`config.mk`:
```
export PLATFORM = sky130hd
export DESIGN_NAME = occupancy_hysteresis_qualifier_core
export DESIGN_NICKNAME = d
export VERILOG_FILES = /design/src/hw/rtl/ohq_pkg.sv /design/src/hw/rtl/ohq_ram.sv /design/src/hw/rtl/ohq_cfg.sv /design/src/hw/rtl/ohq_upd.sv /design/src/hw/rtl/occupancy_hysteresis_qualifier_core.sv
export SDC_FILE = /design/constraint.sdc
export NUM_CORES = 1
export LEC_CHECK = 0
export ABC_AREA = 1
export BUFFER_PORTS_ARGS = -buffer_cell sky130_fd_sc_hd__buf_2
export CAP_MARGIN = 25
export CORE_MARGIN = 2
export CORE_UTILIZATION = 50
export DETAILED_ROUTE_END_ITERATION = 10
export GPL_TIMING_DRIVEN = 0
export PLACE_DENSITY = 0.66
export RECOVER_POWER = 25
export SETUP_SLACK_MARGIN = 0.5
export SYNTH_ARGS = -nofsm -noshare
export SYNTH_HDL_FRONTEND = slang
export SYNTH_HIERARCHICAL = 1
export SYNTH_SLANG_ARGS = --single-unit
```
`constraint.sdc`:
```
create_clock -name clk -period 4.6 [get_ports clk]
set_input_delay 0.46 -clock clk [delete_from_list [all_inputs] [get_ports clk]]
set_output_delay 0.46 -clock clk [all_outputs]
set_load 0.02 [all_outputs]
```
`src/hw/rtl/ohq_pkg.sv`:
```
// shared types, codes and constants of the occupancy qualifier
package ohq_pkg;

	localparam int SPOTS_DEF = 16;
	localparam int SPOT_W    = 4;
	localparam int DIST_W    = 16;
	localparam int STATE_W   = 2;
	localparam int CNT_W     = 4;
	localparam int HEALTH_W  = 2;
	localparam int PADDR_W   = 4;
	localparam int PDATA_W   = 32;

	localparam logic [STATE_W-1:0] ST_UNKNOWN  = 2'd0;
	localparam logic [STATE_W-1:0] ST_FREE     = 2'd1;
	localparam logic [STATE_W-1:0] ST_OCCUPIED = 2'd2;

	localparam logic [HEALTH_W-1:0] HE_NONE    = 2'd0;
	localparam logic [HEALTH_W-1:0] HE_FAULT   = 2'd1;
	localparam logic [HEALTH_W-1:0] HE_RECOVER = 2'd2;

	localparam logic [1:0] REG_OCC_THR  = 2'd0;
	localparam logic [1:0] REG_FREE_THR = 2'd1;
	localparam logic [1:0] REG_CONFIRM  = 2'd2;
	localparam logic [1:0] REG_TIMEOUT  = 2'd3;

	localparam logic [CNT_W-1:0] CNT_MAX = 4'd15;

	localparam logic [DIST_W-1:0] OCC_THR_RST  = 16'd8000;
	localparam logic [DIST_W-1:0] FREE_THR_RST = 16'd10000;
	localparam logic [CNT_W-1:0]  CONFIRM_RST  = 4'd3;
	localparam logic [CNT_W-1:0]  TIMEOUT_RST  = 4'd3;

	typedef struct packed {
		logic [DIST_W-1:0] occ_thr;
		logic [DIST_W-1:0] free_thr;
		logic [CNT_W-1:0]  confirm;
		logic [CNT_W-1:0]  tmo_limit;
	} cfg_t;

	typedef struct packed {
		logic [STATE_W-1:0] qual;
		logic [STATE_W-1:0] prop;
		logic [CNT_W-1:0]   prop_cnt;
		logic [CNT_W-1:0]   miss;
		logic               fault;
		logic [STATE_W-1:0] rep;
	} ent_t;

	typedef struct packed {
		logic                changed;
		logic [HEALTH_W-1:0] health;
	} upd_res_t;

	localparam int ENT_W = $bits(ent_t);

endpackage

```
`src/hw/rtl/ohq_ram.sv`:
```
// generic single write port ram with registered read
module ohq_ram #(
	parameter int WIDTH = 8,
	parameter int DEPTH = 16,
	localparam int AW = (DEPTH > 1) ? $clog2(DEPTH) : 1
) (
	input  logic             clk,
	input  logic             we,
	input  logic [AW-1:0]    waddr,
	input  logic [WIDTH-1:0] wdata,
	input  logic             re,
	input  logic [AW-1:0]    raddr,
	output logic [WIDTH-1:0] rdata
);

	logic [WIDTH-1:0] mem [DEPTH];

	always_ff @(posedge clk) begin
		if (we) begin
			mem[waddr] <= wdata;
		end
		if (re) begin
			rdata <= mem[raddr];
		end
	end

endmodule

```
`src/hw/rtl/ohq_cfg.sv`:
```
// configuration register file behind the apb port
module ohq_cfg (
	input  logic                         clk,
	input  logic                         arst_n,
	input  logic                         psel,
	input  logic                         penable,
	input  logic                         pwrite,
	input  logic [ohq_pkg::PADDR_W-1:0]  paddr,
	input  logic [ohq_pkg::PDATA_W-1:0]  pwdata,
	output logic [ohq_pkg::PDATA_W-1:0]  prdata,
	output ohq_pkg::cfg_t                cfg
);

	ohq_pkg::cfg_t cfg_q;
	logic          wr_en;
	logic [1:0]    reg_idx;

	assign wr_en   = psel && penable && pwrite;
	assign reg_idx = paddr[3:2];
	assign cfg     = cfg_q;

	always_ff @(posedge clk or negedge arst_n) begin
		if (!arst_n) begin
			cfg_q.occ_thr   <= ohq_pkg::OCC_THR_RST;
			cfg_q.free_thr  <= ohq_pkg::FREE_THR_RST;
			cfg_q.confirm   <= ohq_pkg::CONFIRM_RST;
			cfg_q.tmo_limit <= ohq_pkg::TIMEOUT_RST;
		end else if (wr_en) begin
			unique case (reg_idx)
				ohq_pkg::REG_OCC_THR:  cfg_q.occ_thr   <= pwdata[15:0];
				ohq_pkg::REG_FREE_THR: cfg_q.free_thr  <= pwdata[15:0];
				ohq_pkg::REG_CONFIRM:  cfg_q.confirm   <= pwdata[3:0];
				ohq_pkg::REG_TIMEOUT:  cfg_q.tmo_limit <= pwdata[3:0];
				default: ;
			endcase
		end
	end

	always_comb begin
		unique case (reg_idx)
			ohq_pkg::REG_OCC_THR:  prdata = {16'd0, cfg_q.occ_thr};
			ohq_pkg::REG_FREE_THR: prdata = {16'd0, cfg_q.free_thr};
			ohq_pkg::REG_CONFIRM:  prdata = {28'd0, cfg_q.confirm};
			ohq_pkg::REG_TIMEOUT:  prdata = {28'd0, cfg_q.tmo_limit};
			default:               prdata = '0;
		endcase
	end

endmodule

```
`src/hw/rtl/ohq_upd.sv`:
```
// per-channel next-state logic: miss counting, fault flag, hysteresis and debounce
module ohq_upd (
	input  ohq_pkg::cfg_t                cfg,
	input  ohq_pkg::ent_t                cur,
	input  logic                         timed_out,
	input  logic [ohq_pkg::DIST_W-1:0]   distance,
	output ohq_pkg::ent_t                nxt,
	output ohq_pkg::upd_res_t            res
);

	logic [ohq_pkg::STATE_W-1:0] prop;
	logic                        below_occ;
	logic                        above_free;

	assign below_occ  = distance < cfg.occ_thr;
	assign above_free = distance > cfg.free_thr;

	always_comb begin
		nxt  = cur;
		res  = '0;
		prop = cur.qual;
		if (timed_out) begin
			if (cur.miss != ohq_pkg::CNT_MAX) begin
				nxt.miss = cur.miss + 4'd1;
			end
			if ((nxt.miss >= cfg.tmo_limit) && !cur.fault) begin
				nxt.fault  = 1'b1;
				res.health = ohq_pkg::HE_FAULT;
			end
		end else begin
			nxt.miss = '0;
			if (cur.fault) begin
				nxt.fault  = 1'b0;
				res.health = ohq_pkg::HE_RECOVER;
			end
			case (cur.qual)
				ohq_pkg::ST_UNKNOWN: begin
					prop = below_occ ? ohq_pkg::ST_OCCUPIED : ohq_pkg::ST_FREE;
				end
				ohq_pkg::ST_FREE: begin
					if (below_occ) prop = ohq_pkg::ST_OCCUPIED;
				end
				ohq_pkg::ST_OCCUPIED: begin
					if (above_free) prop = ohq_pkg::ST_FREE;
				end
				default: prop = cur.qual;
			endcase
			if (prop == cur.qual) begin
				nxt.prop     = ohq_pkg::ST_UNKNOWN;
				nxt.prop_cnt = '0;
			end else begin
				if (cur.prop == prop) begin
					if (cur.prop_cnt != ohq_pkg::CNT_MAX) begin
						nxt.prop_cnt = cur.prop_cnt + 4'd1;
					end
				end else begin
					nxt.prop     = prop;
					nxt.prop_cnt = 4'd1;
				end
				if (nxt.prop_cnt >= cfg.confirm) begin
					nxt.qual     = prop;
					nxt.prop     = ohq_pkg::ST_UNKNOWN;
					nxt.prop_cnt = '0;
				end
			end
			if ((nxt.qual != ohq_pkg::ST_UNKNOWN) && (nxt.qual != cur.rep)) begin
				res.changed = 1'b1;
				nxt.rep     = nxt.qual;
			end
		end
	end

endmodule

```
`src/hw/rtl/occupancy_hysteresis_qualifier_core.sv`:
```
// top level of the occupancy qualifier: state ram pipeline, forwarding and output register
// a beat reads the ram at accept, then writes back as the output register loads
// throughput: one beat per cycle while the output register is not stalled by out_ready
// the channel state ram is read at accept and written when stage 1 advances; a one-entry
// bypass covers back-to-back beats on the same channel
// reset: config registers take their defaults and per-channel valid bits clear at once,
// so every channel reads as cleared state; no clearing pass
module occupancy_hysteresis_qualifier_core #(
	parameter int SPOTS = ohq_pkg::SPOTS_DEF
) (
	input  logic                           clk,
	input  logic                           arst_n,
	input  logic                           psel,
	input  logic                           penable,
	input  logic                           pwrite,
	input  logic [ohq_pkg::PADDR_W-1:0]    paddr,
	input  logic [ohq_pkg::PDATA_W-1:0]    pwdata,
	output logic [ohq_pkg::PDATA_W-1:0]    prdata,
	output logic                           pready,
	input  logic                           in_valid,
	output logic                           in_ready,
	input  logic [ohq_pkg::SPOT_W-1:0]     spot,
	input  logic                           timed_out,
	input  logic [ohq_pkg::DIST_W-1:0]     distance,
	output logic                           out_valid,
	input  logic                           out_ready,
	output logic [ohq_pkg::SPOT_W-1:0]     spot_out,
	output logic [ohq_pkg::STATE_W-1:0]    spot_state,
	output logic                           state_changed,
	output logic [ohq_pkg::HEALTH_W-1:0]   health_event,
	output logic                           faulty,
	output logic [ohq_pkg::DIST_W-1:0]     distance_out
);

	localparam int AW = (SPOTS > 1) ? $clog2(SPOTS) : 1;

	ohq_pkg::cfg_t     cfg;
	ohq_pkg::ent_t     rd_ent;
	ohq_pkg::ent_t     cur_ent;
	ohq_pkg::ent_t     nxt_ent;
	ohq_pkg::upd_res_t upd_res;

	logic                          acc;
	logic                          drop_in;
	logic [AW-1:0]                 addr_in;
	logic                          out_free;
	logic                          adv_s1;
	logic                          wr;

	logic                          v_s1;
	logic                          drop_s1;
	logic                          ev_s1;
	logic [AW-1:0]                 addr_s1;
	logic [ohq_pkg::SPOT_W-1:0]    spot_s1;
	logic                          to_s1;
	logic [ohq_pkg::DIST_W-1:0]    dist_s1;

	logic [SPOTS-1:0]              vld_q;
	logic                          fwd_v_q;
	logic [AW-1:0]                 fwd_addr_q;
	ohq_pkg::ent_t                 fwd_ent_q;

	logic                          out_valid_q;
	logic [ohq_pkg::SPOT_W-1:0]    spot_out_q;
	logic [ohq_pkg::STATE_W-1:0]   state_out_q;
	logic                          changed_out_q;
	logic [ohq_pkg::HEALTH_W-1:0]  health_out_q;
	logic                          faulty_out_q;
	logic [ohq_pkg::DIST_W-1:0]    dist_out_q;

	assign pready = 1'b1;

	ohq_cfg u_cfg (
		.clk     (clk),
		.arst_n  (arst_n),
		.psel    (psel),
		.penable (penable),
		.pwrite  (pwrite),
		.paddr   (paddr),
		.pwdata  (pwdata),
		.prdata  (prdata),
		.cfg     (cfg)
	);

	assign drop_in  = 32'(spot) >= SPOTS;
	assign addr_in  = AW'(spot);
	assign out_free = !out_valid_q || out_ready;
	assign in_ready = !v_s1 || out_free;
	assign acc      = in_valid && in_ready;
	assign adv_s1   = v_s1 && out_free;
	assign wr       = adv_s1 && !drop_s1;

	ohq_ram #(
		.WIDTH (ohq_pkg::ENT_W),
		.DEPTH (SPOTS)
	) u_ram (
		.clk   (clk),
		.we    (wr),
		.waddr (addr_s1),
		.wdata (nxt_ent),
		.re    (acc),
		.raddr (addr_in),
		.rdata (rd_ent)
	);

	always_comb begin
		if (fwd_v_q && (fwd_addr_q == addr_s1)) begin
			cur_ent = fwd_ent_q;
		end else if (ev_s1) begin
			cur_ent = rd_ent;
		end else begin
			cur_ent = '0;
		end
	end

	ohq_upd u_upd (
		.cfg       (cfg),
		.cur       (cur_ent),
		.timed_out (to_s1),
		.distance  (dist_s1),
		.nxt       (nxt_ent),
		.res       (upd_res)
	);

	always_ff @(posedge clk or negedge arst_n) begin
		if (!arst_n) begin
			v_s1        <= 1'b0;
			vld_q       <= '0;
			fwd_v_q     <= 1'b0;
			out_valid_q <= 1'b0;
		end else begin
			if (acc) begin
				v_s1 <= 1'b1;
			end else if (adv_s1) begin
				v_s1 <= 1'b0;
			end
			if (wr) begin
				vld_q[addr_s1] <= 1'b1;
				fwd_v_q        <= 1'b1;
			end
			if (out_free) begin
				out_valid_q <= wr;
			end
		end
	end

	always_ff @(posedge clk) begin
		if (acc) begin
			drop_s1 <= drop_in;
			ev_s1   <= !drop_in && vld_q[addr_in];
			addr_s1 <= addr_in;
			spot_s1 <= spot;
			to_s1   <= timed_out;
			dist_s1 <= distance;
		end
		if (wr) begin
			fwd_addr_q    <= addr_s1;
			fwd_ent_q     <= nxt_ent;
			spot_out_q    <= spot_s1;
			state_out_q   <= nxt_ent.qual;
			changed_out_q <= upd_res.changed;
			health_out_q  <= upd_res.health;
			faulty_out_q  <= nxt_ent.fault;
			dist_out_q    <= to_s1 ? '0 : dist_s1;
		end
	end

	assign out_valid     = out_valid_q;
	assign spot_out      = spot_out_q;
	assign spot_state    = state_out_q;
	assign state_changed = changed_out_q;
	assign health_event  = health_out_q;
	assign faulty        = faulty_out_q;
	assign distance_out  = dist_out_q;

`ifndef SYNTHESIS
	a_ready_only_when_full: assert property (@(posedge clk) disable iff (!arst_n)
		!in_ready |-> (v_s1 && out_valid_q && !out_ready))
		else $error("input stalled while the output slot is free");

	a_change_known: assert property (@(posedge clk) disable iff (!arst_n)
		(out_valid && state_changed) |-> (spot_state != ohq_pkg::ST_UNKNOWN))
		else $error("change reported for an unknown state");

	a_fault_flag: assert property (@(posedge clk) disable iff (!arst_n)
		(out_valid && (health_event == ohq_pkg::HE_FAULT)) |-> (faulty && (distance_out == '0)))
		else $error("fault event without fault flag on a timeout beat");

	a_recover_flag: assert property (@(posedge clk) disable iff (!arst_n)
		(out_valid && (health_event == ohq_pkg::HE_RECOVER)) |-> !faulty)
		else $error("recovery event with fault flag still set");

	a_write_needs_stage: assert property (@(posedge clk) disable iff (!arst_n)
		wr |=> (fwd_v_q && out_valid_q))
		else $error("write-back did not load bypass and output register");
`endif

endmodule

```
==> metrics.md, run 1 <==
| Metric | Value |
|---|---|
| CTS root buffer | clkbuf_16 |
| Vias in the first global route | between 10000 and 15000 |
| CP required | roughly 4800 ps |
| Slew headroom | -56.7% |
| Syn Inst Count | about 1900 |
| DP HPWL | a little over 30000 um |
| Clock power share | a little over a third |
| Final worst slack | 681 ps |
| Die height | 192 um |
| GP Congestion | 0.902 |
| Worst VDD drop | about 350 uV |
| Fin nets | approximately 2100 |
| Final TNS setup | 0 ps |
| Tcrit/Tclk final | between 80 and 90% |
| Cell Pwr Density | approximately 430 nW/um^2 |
| P_leak | about 9.5 nW |
| Hold crit path type | input port to flip-flop |
| Sw Pwr | approximately 2.5 mW |
| Worst slew pin tran | approximately 2400 ps |
| WP buf/inv | 1 |
| Non-filler cells, final | 2522 |
| Tmin final | approximately 4000 ps |
| DIE AREA | between 30000 and 40000 um^2 |
| Delay-heaviest family, CP | compound AO/OA/AOI/OAI gates |
| Port Buf Inserts | between 80 and 90 |
| Total Routed Length | 45300 um |
| WL per Instance | about 18 um |
| Combinational share of power | between 10% and 20% |
| Post-Syn Area | 17700 um^2 |
| Die W | ~190 um |
| Core area | roughly 35000 um^2 |
| First-pass GRT wire length | between 60000 and 70000 um |
| Power Total | between 8 and 9 mW |
| Clk buf depth | 3 |
| Initial antenna violation count | 0 |
| Final ANT Viol Nets | 0 |
| CP cell instances | a21oi_1 > buf_12 > nand3b_1 > nor2_2 |
| Ratio of cells with drive above 1 in the final layout | 14.8% |
| Max-Cap Viols | 2 |
| Status | finished, violations left |
| DP Worst Slack | -271 ps |
| CTS sink cnt | between 300 and 400 |
| Achievable frequency | 255 MHz |
| Synth top area share | 53.4% |
| Final core utilization | 59.2% |
| # diodes | 0 |
| Ys async rst share | around 16% |
| CTS tree | yes |
| Reg clk slew, reported paths | roughly 60 ps |
| Effective utilization at floorplan | 51.0% |
| Internal Power | between 6 and 7 mW |
| TritonCTS buffer count | 41 |
| Register area share after synthesis | between 60% and 70% |
| Vias | ~13000 |
| CP Capture Type | flip-flop |
| Crit-path max FO | 26 |
| Top cells by area, synth | edfxtp_1 53%, nand2_1 13%, inv_1 6.6% |
| Crit path DAT | just over 4000 ps |
| Failing checks | capacitance limit, slew limit |
| DRT Pass-1 Iters | 5 |
| Area after DPL | around 19000 um^2 |
| Final Hold Violating Endpoints | 0 |
| 1st-iter DRT viols | 1082 |
| Synth Register Bits | 374 |
| Hold slack | between 90 and 100 ps |
| Remaining global-route overflow | 0 |
| Syn-to-layout area delta | 16.2% |
| Fin area | between 20000 and 25000 um^2 |
| CP Class | flip-flop to flip-flop |
| Yosys warning count | 6 |
| DRC | 0 |
| Final max-slew violation count | 59 |
| Placed insts | around 2400 |
| Crit path largest cell delay | 1770 ps |
| Mean area per synthesized cell | approximately 9.6 um^2 |
| Commonest non-fill, non-tap cells in the layout | 616 x nand2_1, 315 x edfxtp_1, 309 x inv_1 |
| Reg power frac | 46.9% |
| Worst clock skew | 20.2 ps |
| Critical path's slowest cell | a21oi_1 |
| H-tree depth | 2 |
| Most common cell after layout, fill and taps aside | nand2_1 |
| Switching share of power | roughly 28% |
| Ports | 125 |
| Largest net degree at the start of global routing | 38 |
| CP startpoint kind | flip-flop |
| GRT Util Overall | 24.7% |
| RSZ-0062 raised after global routing | yes |
| Clk_lat worst skew | 550 ps |
| DR vias/cell | just over 5 |
| Main synth FF type | edfxtp_1 |
| Unique masters post-synth | between 40 and 50 |
| Yosys top cell by area | edfxtp_1 |
| Num rows | 68 |
| Setup violators final | 0 |
| EDFF count, synth | 315 |
[cells by family after synthesis]
| kind of cell | Yosys count | synth area share [%] |
|---|---|---|
| AND/OR/NAND/NOR | 965 | 23.5 |
| flip-flops | 374 | 61.9 |
| other | 2 | 0.0424 |
| XOR/XNOR | 4 | 0.198 |
| AO/OA/AOI/OAI | 57 | 1.87 |
| adder cells (fa/ha/maj) | 41 | 2.90 |
| buffers and inverters | 409 | 9.63 |
[final timing paths]
path | from | to | slack [ps] | depth (start not counted)
max | out_valid | u_ram/mem[6][8] | 680 | 4
max reg2reg | out_valid | u_ram/mem[6][8] | 680 | 4
min in group asynchronous | arst_n | vld_q[3] | 760 | 2
min | distance[5] | dist_s1[5] | 100 | 1
min reg2reg | vld_q[4] | vld_q[4] | 460 | 2
max in group asynchronous | arst_n | u_cfg/cfg[7] | 1420 | 3
[worst register-to-register path: stages, from the launching register on]
cell and delay [ps]:
dfrtp_1 400, a21oi_1 1770, buf_12 290, nand3b_1 210
nor2_2 860
[state kept, by name (all words and copies together) (netlist names), 2 cells and up]
register	count
dist_s1	16
distance_out	16
fwd_addr_q	4
fwd_ent_q	13
health_event	2
spot_s1	4
spot_state	2
u_cfg/cfg	40
u_ram/mem	240
u_ram/rdata	15
vld_q	16
[layout make-up]
type                       instances  area [um^2]
sequential                       374        11000
multi-input combinational       1087         5270
inverter                         325         1220
clock inverter                    23          231
clock buffer                      51         1070
buffer                            84          480
fill                            2935        14100
tap                              455          569
timing repair buffer             123          766
[synth_stat cells (12+ instances only)]
library cell	number
dfrtp_1	44
nand2_1	625
clkbuf_1	18
nand4_1	25
nand3_1	225
o21ai_0	17
nor2_1	52
inv_1	312
ha_1	41
buf_2	36
inv_2	12
nand2_2	13
edfxtp_1	315
a21oi_1	19
buf_4	25
dfstp_2	15
[layer usage]
metal	wire length, um	GRT usage [%]	vias up
li1	-	-	6293
met1	18400	31.4	6126
met2	21300	42.1	561
met3	3870	4.18	100
met4	1710	9.98	0
met5	0	0	-
[power groups by stage]
stage                     clock [mW]  combinational, mW  sequential (mW)
final                           3.21               1.52             4.17
after global routing            3.39               1.67             4.19
after CTS                       3.26               1.49             4.17
after detailed placement           0               1.41             4.25
after global placement             0               1.31             4.25
after floorplan                    0              0.866             4.24
[repair_timing]
| action | in CTS | in global routing |
|---|---|---|
| resized for setup | 16 | 16 |
| pin swaps | 5 | 4 |
| endpoints found under the setup margin | 170 | 171 |
| buffers inserted | 10 | 9 |
| endpoints found under the hold margin | 22 | 0 |
| hold buffers | 1 | 0 |
| cloned | 2 | 1 |
Power figures use the tool's default switching activity.
==> inputs of run 2 (changes only) <==
- RECOVER_POWER: 25 -> unset
- clock period: 4.6 -> 4.45 ns (I/O delays scaled with it)
==> run 2 against run 1 <==
Count of clock-buffer cells in the layout is the same. Clock power grew 3%. Critical path type unchanged. Hold slack lost 13 ps. Total power grew 4.8%. Setup slack lost 94 ps. Highest routed layer unchanged. Core utilization grew 1.2 points. Via count grew 1.1%. The flow now finishes without violations.
==> metrics.md, run 2 (synthesized netlist as in run 1, its figures left out) <==
| Metric | Value |
|---|---|
| CP startpoint kind | flip-flop |
| Tmin final | a little under 4000 ps |
| CP cell instances | inv_1 > ha_4 > nand4_1 > nor3_2 > nand3_2 > nand2_2 > nand2_4 > nand2_4 > nand2_2 > nand2_4 > nand2_4 > nor2_4 > ha_4 > inv_1 > nor2_1 > o211ai_1 > nand3_2 > inv_2 > nand2_1 > a21oi_4 > nand4_1 > buf_4 > nand2_4 |
| Fill count | 2877 |
| Setup violators final | 0 |
| Vias in the first global route | roughly 13000 |
| Most common cell after layout, fill and taps aside | nand2_1 |
| Reg clk slew, reported paths | about 60 ps |
| Hold slack | between 80 and 90 ps |
| H-tree depth | 2 |
| Reg2reg setup slack | 590 ps |
| CP Capture Type | flip-flop |
| Tcrit/Tclk final | just under 90% |
| Register area | 11000 um^2 |
| RSZ-0062 raised after global routing | no |
| Port Buf Inserts | between 80 and 90 |
| Die W | about 190 um |
| Commonest non-fill, non-tap cells in the layout | 611 x nand2_1, 315 x edfxtp_1, 306 x inv_1 |
| Largest net degree at the start of global routing | 38 |
| Num rows | about 70 |
| Power Total | approximately 9.3 mW |
| DRT Pass-1 Iters | 6 |
| Max reg flops | 240 |
| Reg power frac | between 40 and 50% |
| Max-Cap Viols | 0 |
| Achievable frequency | roughly 260 MHz |
| Combinational share of power | approximately 18% |
| DP HPWL | 30500 um |
| Final Hold Violating Endpoints | 0 |
| Crit-path max FO | 9 |
| Vias | between 10000 and 15000 |
| Placed insts | between 2000 and 2500 |
| Multi-input gate area | 5440 um^2 |
| Crit path DAT | approximately 4200 ps |
| CTS root buffer | clkbuf_16 |
| Final TNS setup | 0 ps |
| Syn-to-layout area delta | 18.4% |
| Fin area | ~21000 um^2 |
| Effective utilization at floorplan | between 50% and 60% |
| Hold crit path type | input port to flip-flop |
| DR vias/cell | around 5.2 |
| Ratio of cells with drive above 1 in the final layout | between 10% and 20% |
| Final max-slew violation count | 0 |
| Hold Path Depth | 1 |
| Sw Pwr | about 2.6 mW |
| WL per Instance | 18.1 um |
| CP required | between 4000 and 5000 ps |
| Initial antenna violation count | 0 |
| Worst slew pin tran | roughly 1000 ps |
| Worst clock skew | 20.8 ps |
| Clk buf depth | 3 |
| Switching share of power | between 20% and 30% |
| R2r worst-path depth | 23 |
| Final ANT Viol Nets | 0 |
| Total Routed Length | 46100 um |
| P_leak | just under 10 nW |
| Non-filler cells, final | 2540 |
| CTS tree | yes |
| CP Class | flip-flop to flip-flop |
| Most frequent CP cell | nand2_4 |
| Fin nets | approximately 2200 |
| Critical path's slowest cell | dfstp_2 |
| Clk_lat worst skew | between 500 and 600 ps |
| Area after DPL | approximately 19000 um^2 |
| Status | completed |
| Die height | a little under 200 um |
| GP Congestion | between 0.9 and 1 |
| GRT Util Overall | 24.7% |
| Top reg by flops | u_ram/mem |
| 1st-iter DRT viols | between 1000 and 1500 |
| DRC | 0 |
| Crit path largest cell delay | 550 ps |
| Core area | around 35000 um^2 |
| TritonCTS buffer count | just over 40 |
| CTS sink cnt | approximately 370 |
| Ports | between 100 and 150 |
| Remaining global-route overflow | 0 |
| Cell Pwr Density | approximately 450 nW/um^2 |
| Clock power share | 35.5% |
| Internal Power | between 6 and 7 mW |
| DIE AREA | around 37000 um^2 |
| Slew headroom | a little under a third |
| First-pass GRT wire length | between 60000 and 70000 um |
| Worst VDD drop | ~360 uV |
| # diodes | 0 |
[run 2: changes by cell type in the layout (fill, tap and decap cells not counted), moves of 2 or more]
cell / delta
clkbuf_1: -41
buf_2: +35
buf_4: +20
nand2_1: -5
nand2_8: +4
buf_6: +3
ha_1: -3
ha_4: +3
inv_1: -3
inv_2: +3
nor2_4: +3
a21oi_1: -2
nand3_1: -2
nor2_1: -2
[run 2: metrics by stage]
| stage | util, % | worst slack, ps |
|---|---|---|
| CTS | 59.3 | 532 |
| detailed placement | 54.8 | -421 |
| finish | 60.4 | 587 |
| global placement | 54.1 | -901 |
| global route | 60.4 | 316 |
| floorplan | - | 553 |
[run 2: cell type report]
type,instances,area share [%]
inverters,325,5.82
plain buffers,84,2.36
multi-input cells,1087,26.0
well taps,455,2.72
flip-flops and latches,374,52.2
clock inverters,23,1.10
clock buffers,51,5.12
repair buffers,141,4.68
[run 2: repair_timing]
item                                    CTS  global route
buffers inserted                         13            24
gates resized for setup                  20            40
endpoints found under the setup margin  171           171
hold endpoints to repair                 22             0
hold buffers                              1             0
pin swaps                                 6            26
cloned                                    2             1
[run 2: final timing paths]
kind                                from         endpoint
max                        u_cfg/cfg[17]  u_ram/mem[6][8]
min                          distance[5]       dist_s1[5]
max reg2reg                u_cfg/cfg[17]  u_ram/mem[6][8]
min reg2reg                     vld_q[4]         vld_q[4]
max in group asynchronous         arst_n     u_cfg/cfg[5]
min in group asynchronous         arst_n    u_cfg/cfg[20]
[run 2: worst max-delay path, delay by kind of cell, from the launching register on]
| kind | cells | cell delay, ps |
|---|---|---|
| compound gates | 2 | 430 |
| flops | 1 | 550 |
| fa+ha+maj | 2 | 480 |
| buf+inv | 4 | 400 |
| simple gates | 15 | 1810 |
[run 2: power groups by stage]
stage          Clock, mW  Sequential, mW  Combinational [mW]
3_5_place_dp           0            4.39                1.45
3_3_place_gp           0            4.40                1.36
4_1_cts             3.37            4.31                1.55
6_report            3.32            4.31                1.70
2_1_floorplan          0            4.38               0.895
5_1_grt             3.51            4.33                1.86
[run 2: layer usage]
layer | vias up | GRT usage [%] | part of all wire (%)
met3 | 97 | 4.18 | 7.6
met4 | 0 | 9.98 | 3.5
li1 | 6320 | - | -
met2 | 558 | 42.1 | 48
met5 | - | 0 | 0
met1 | 6254 | 31.4 | 41
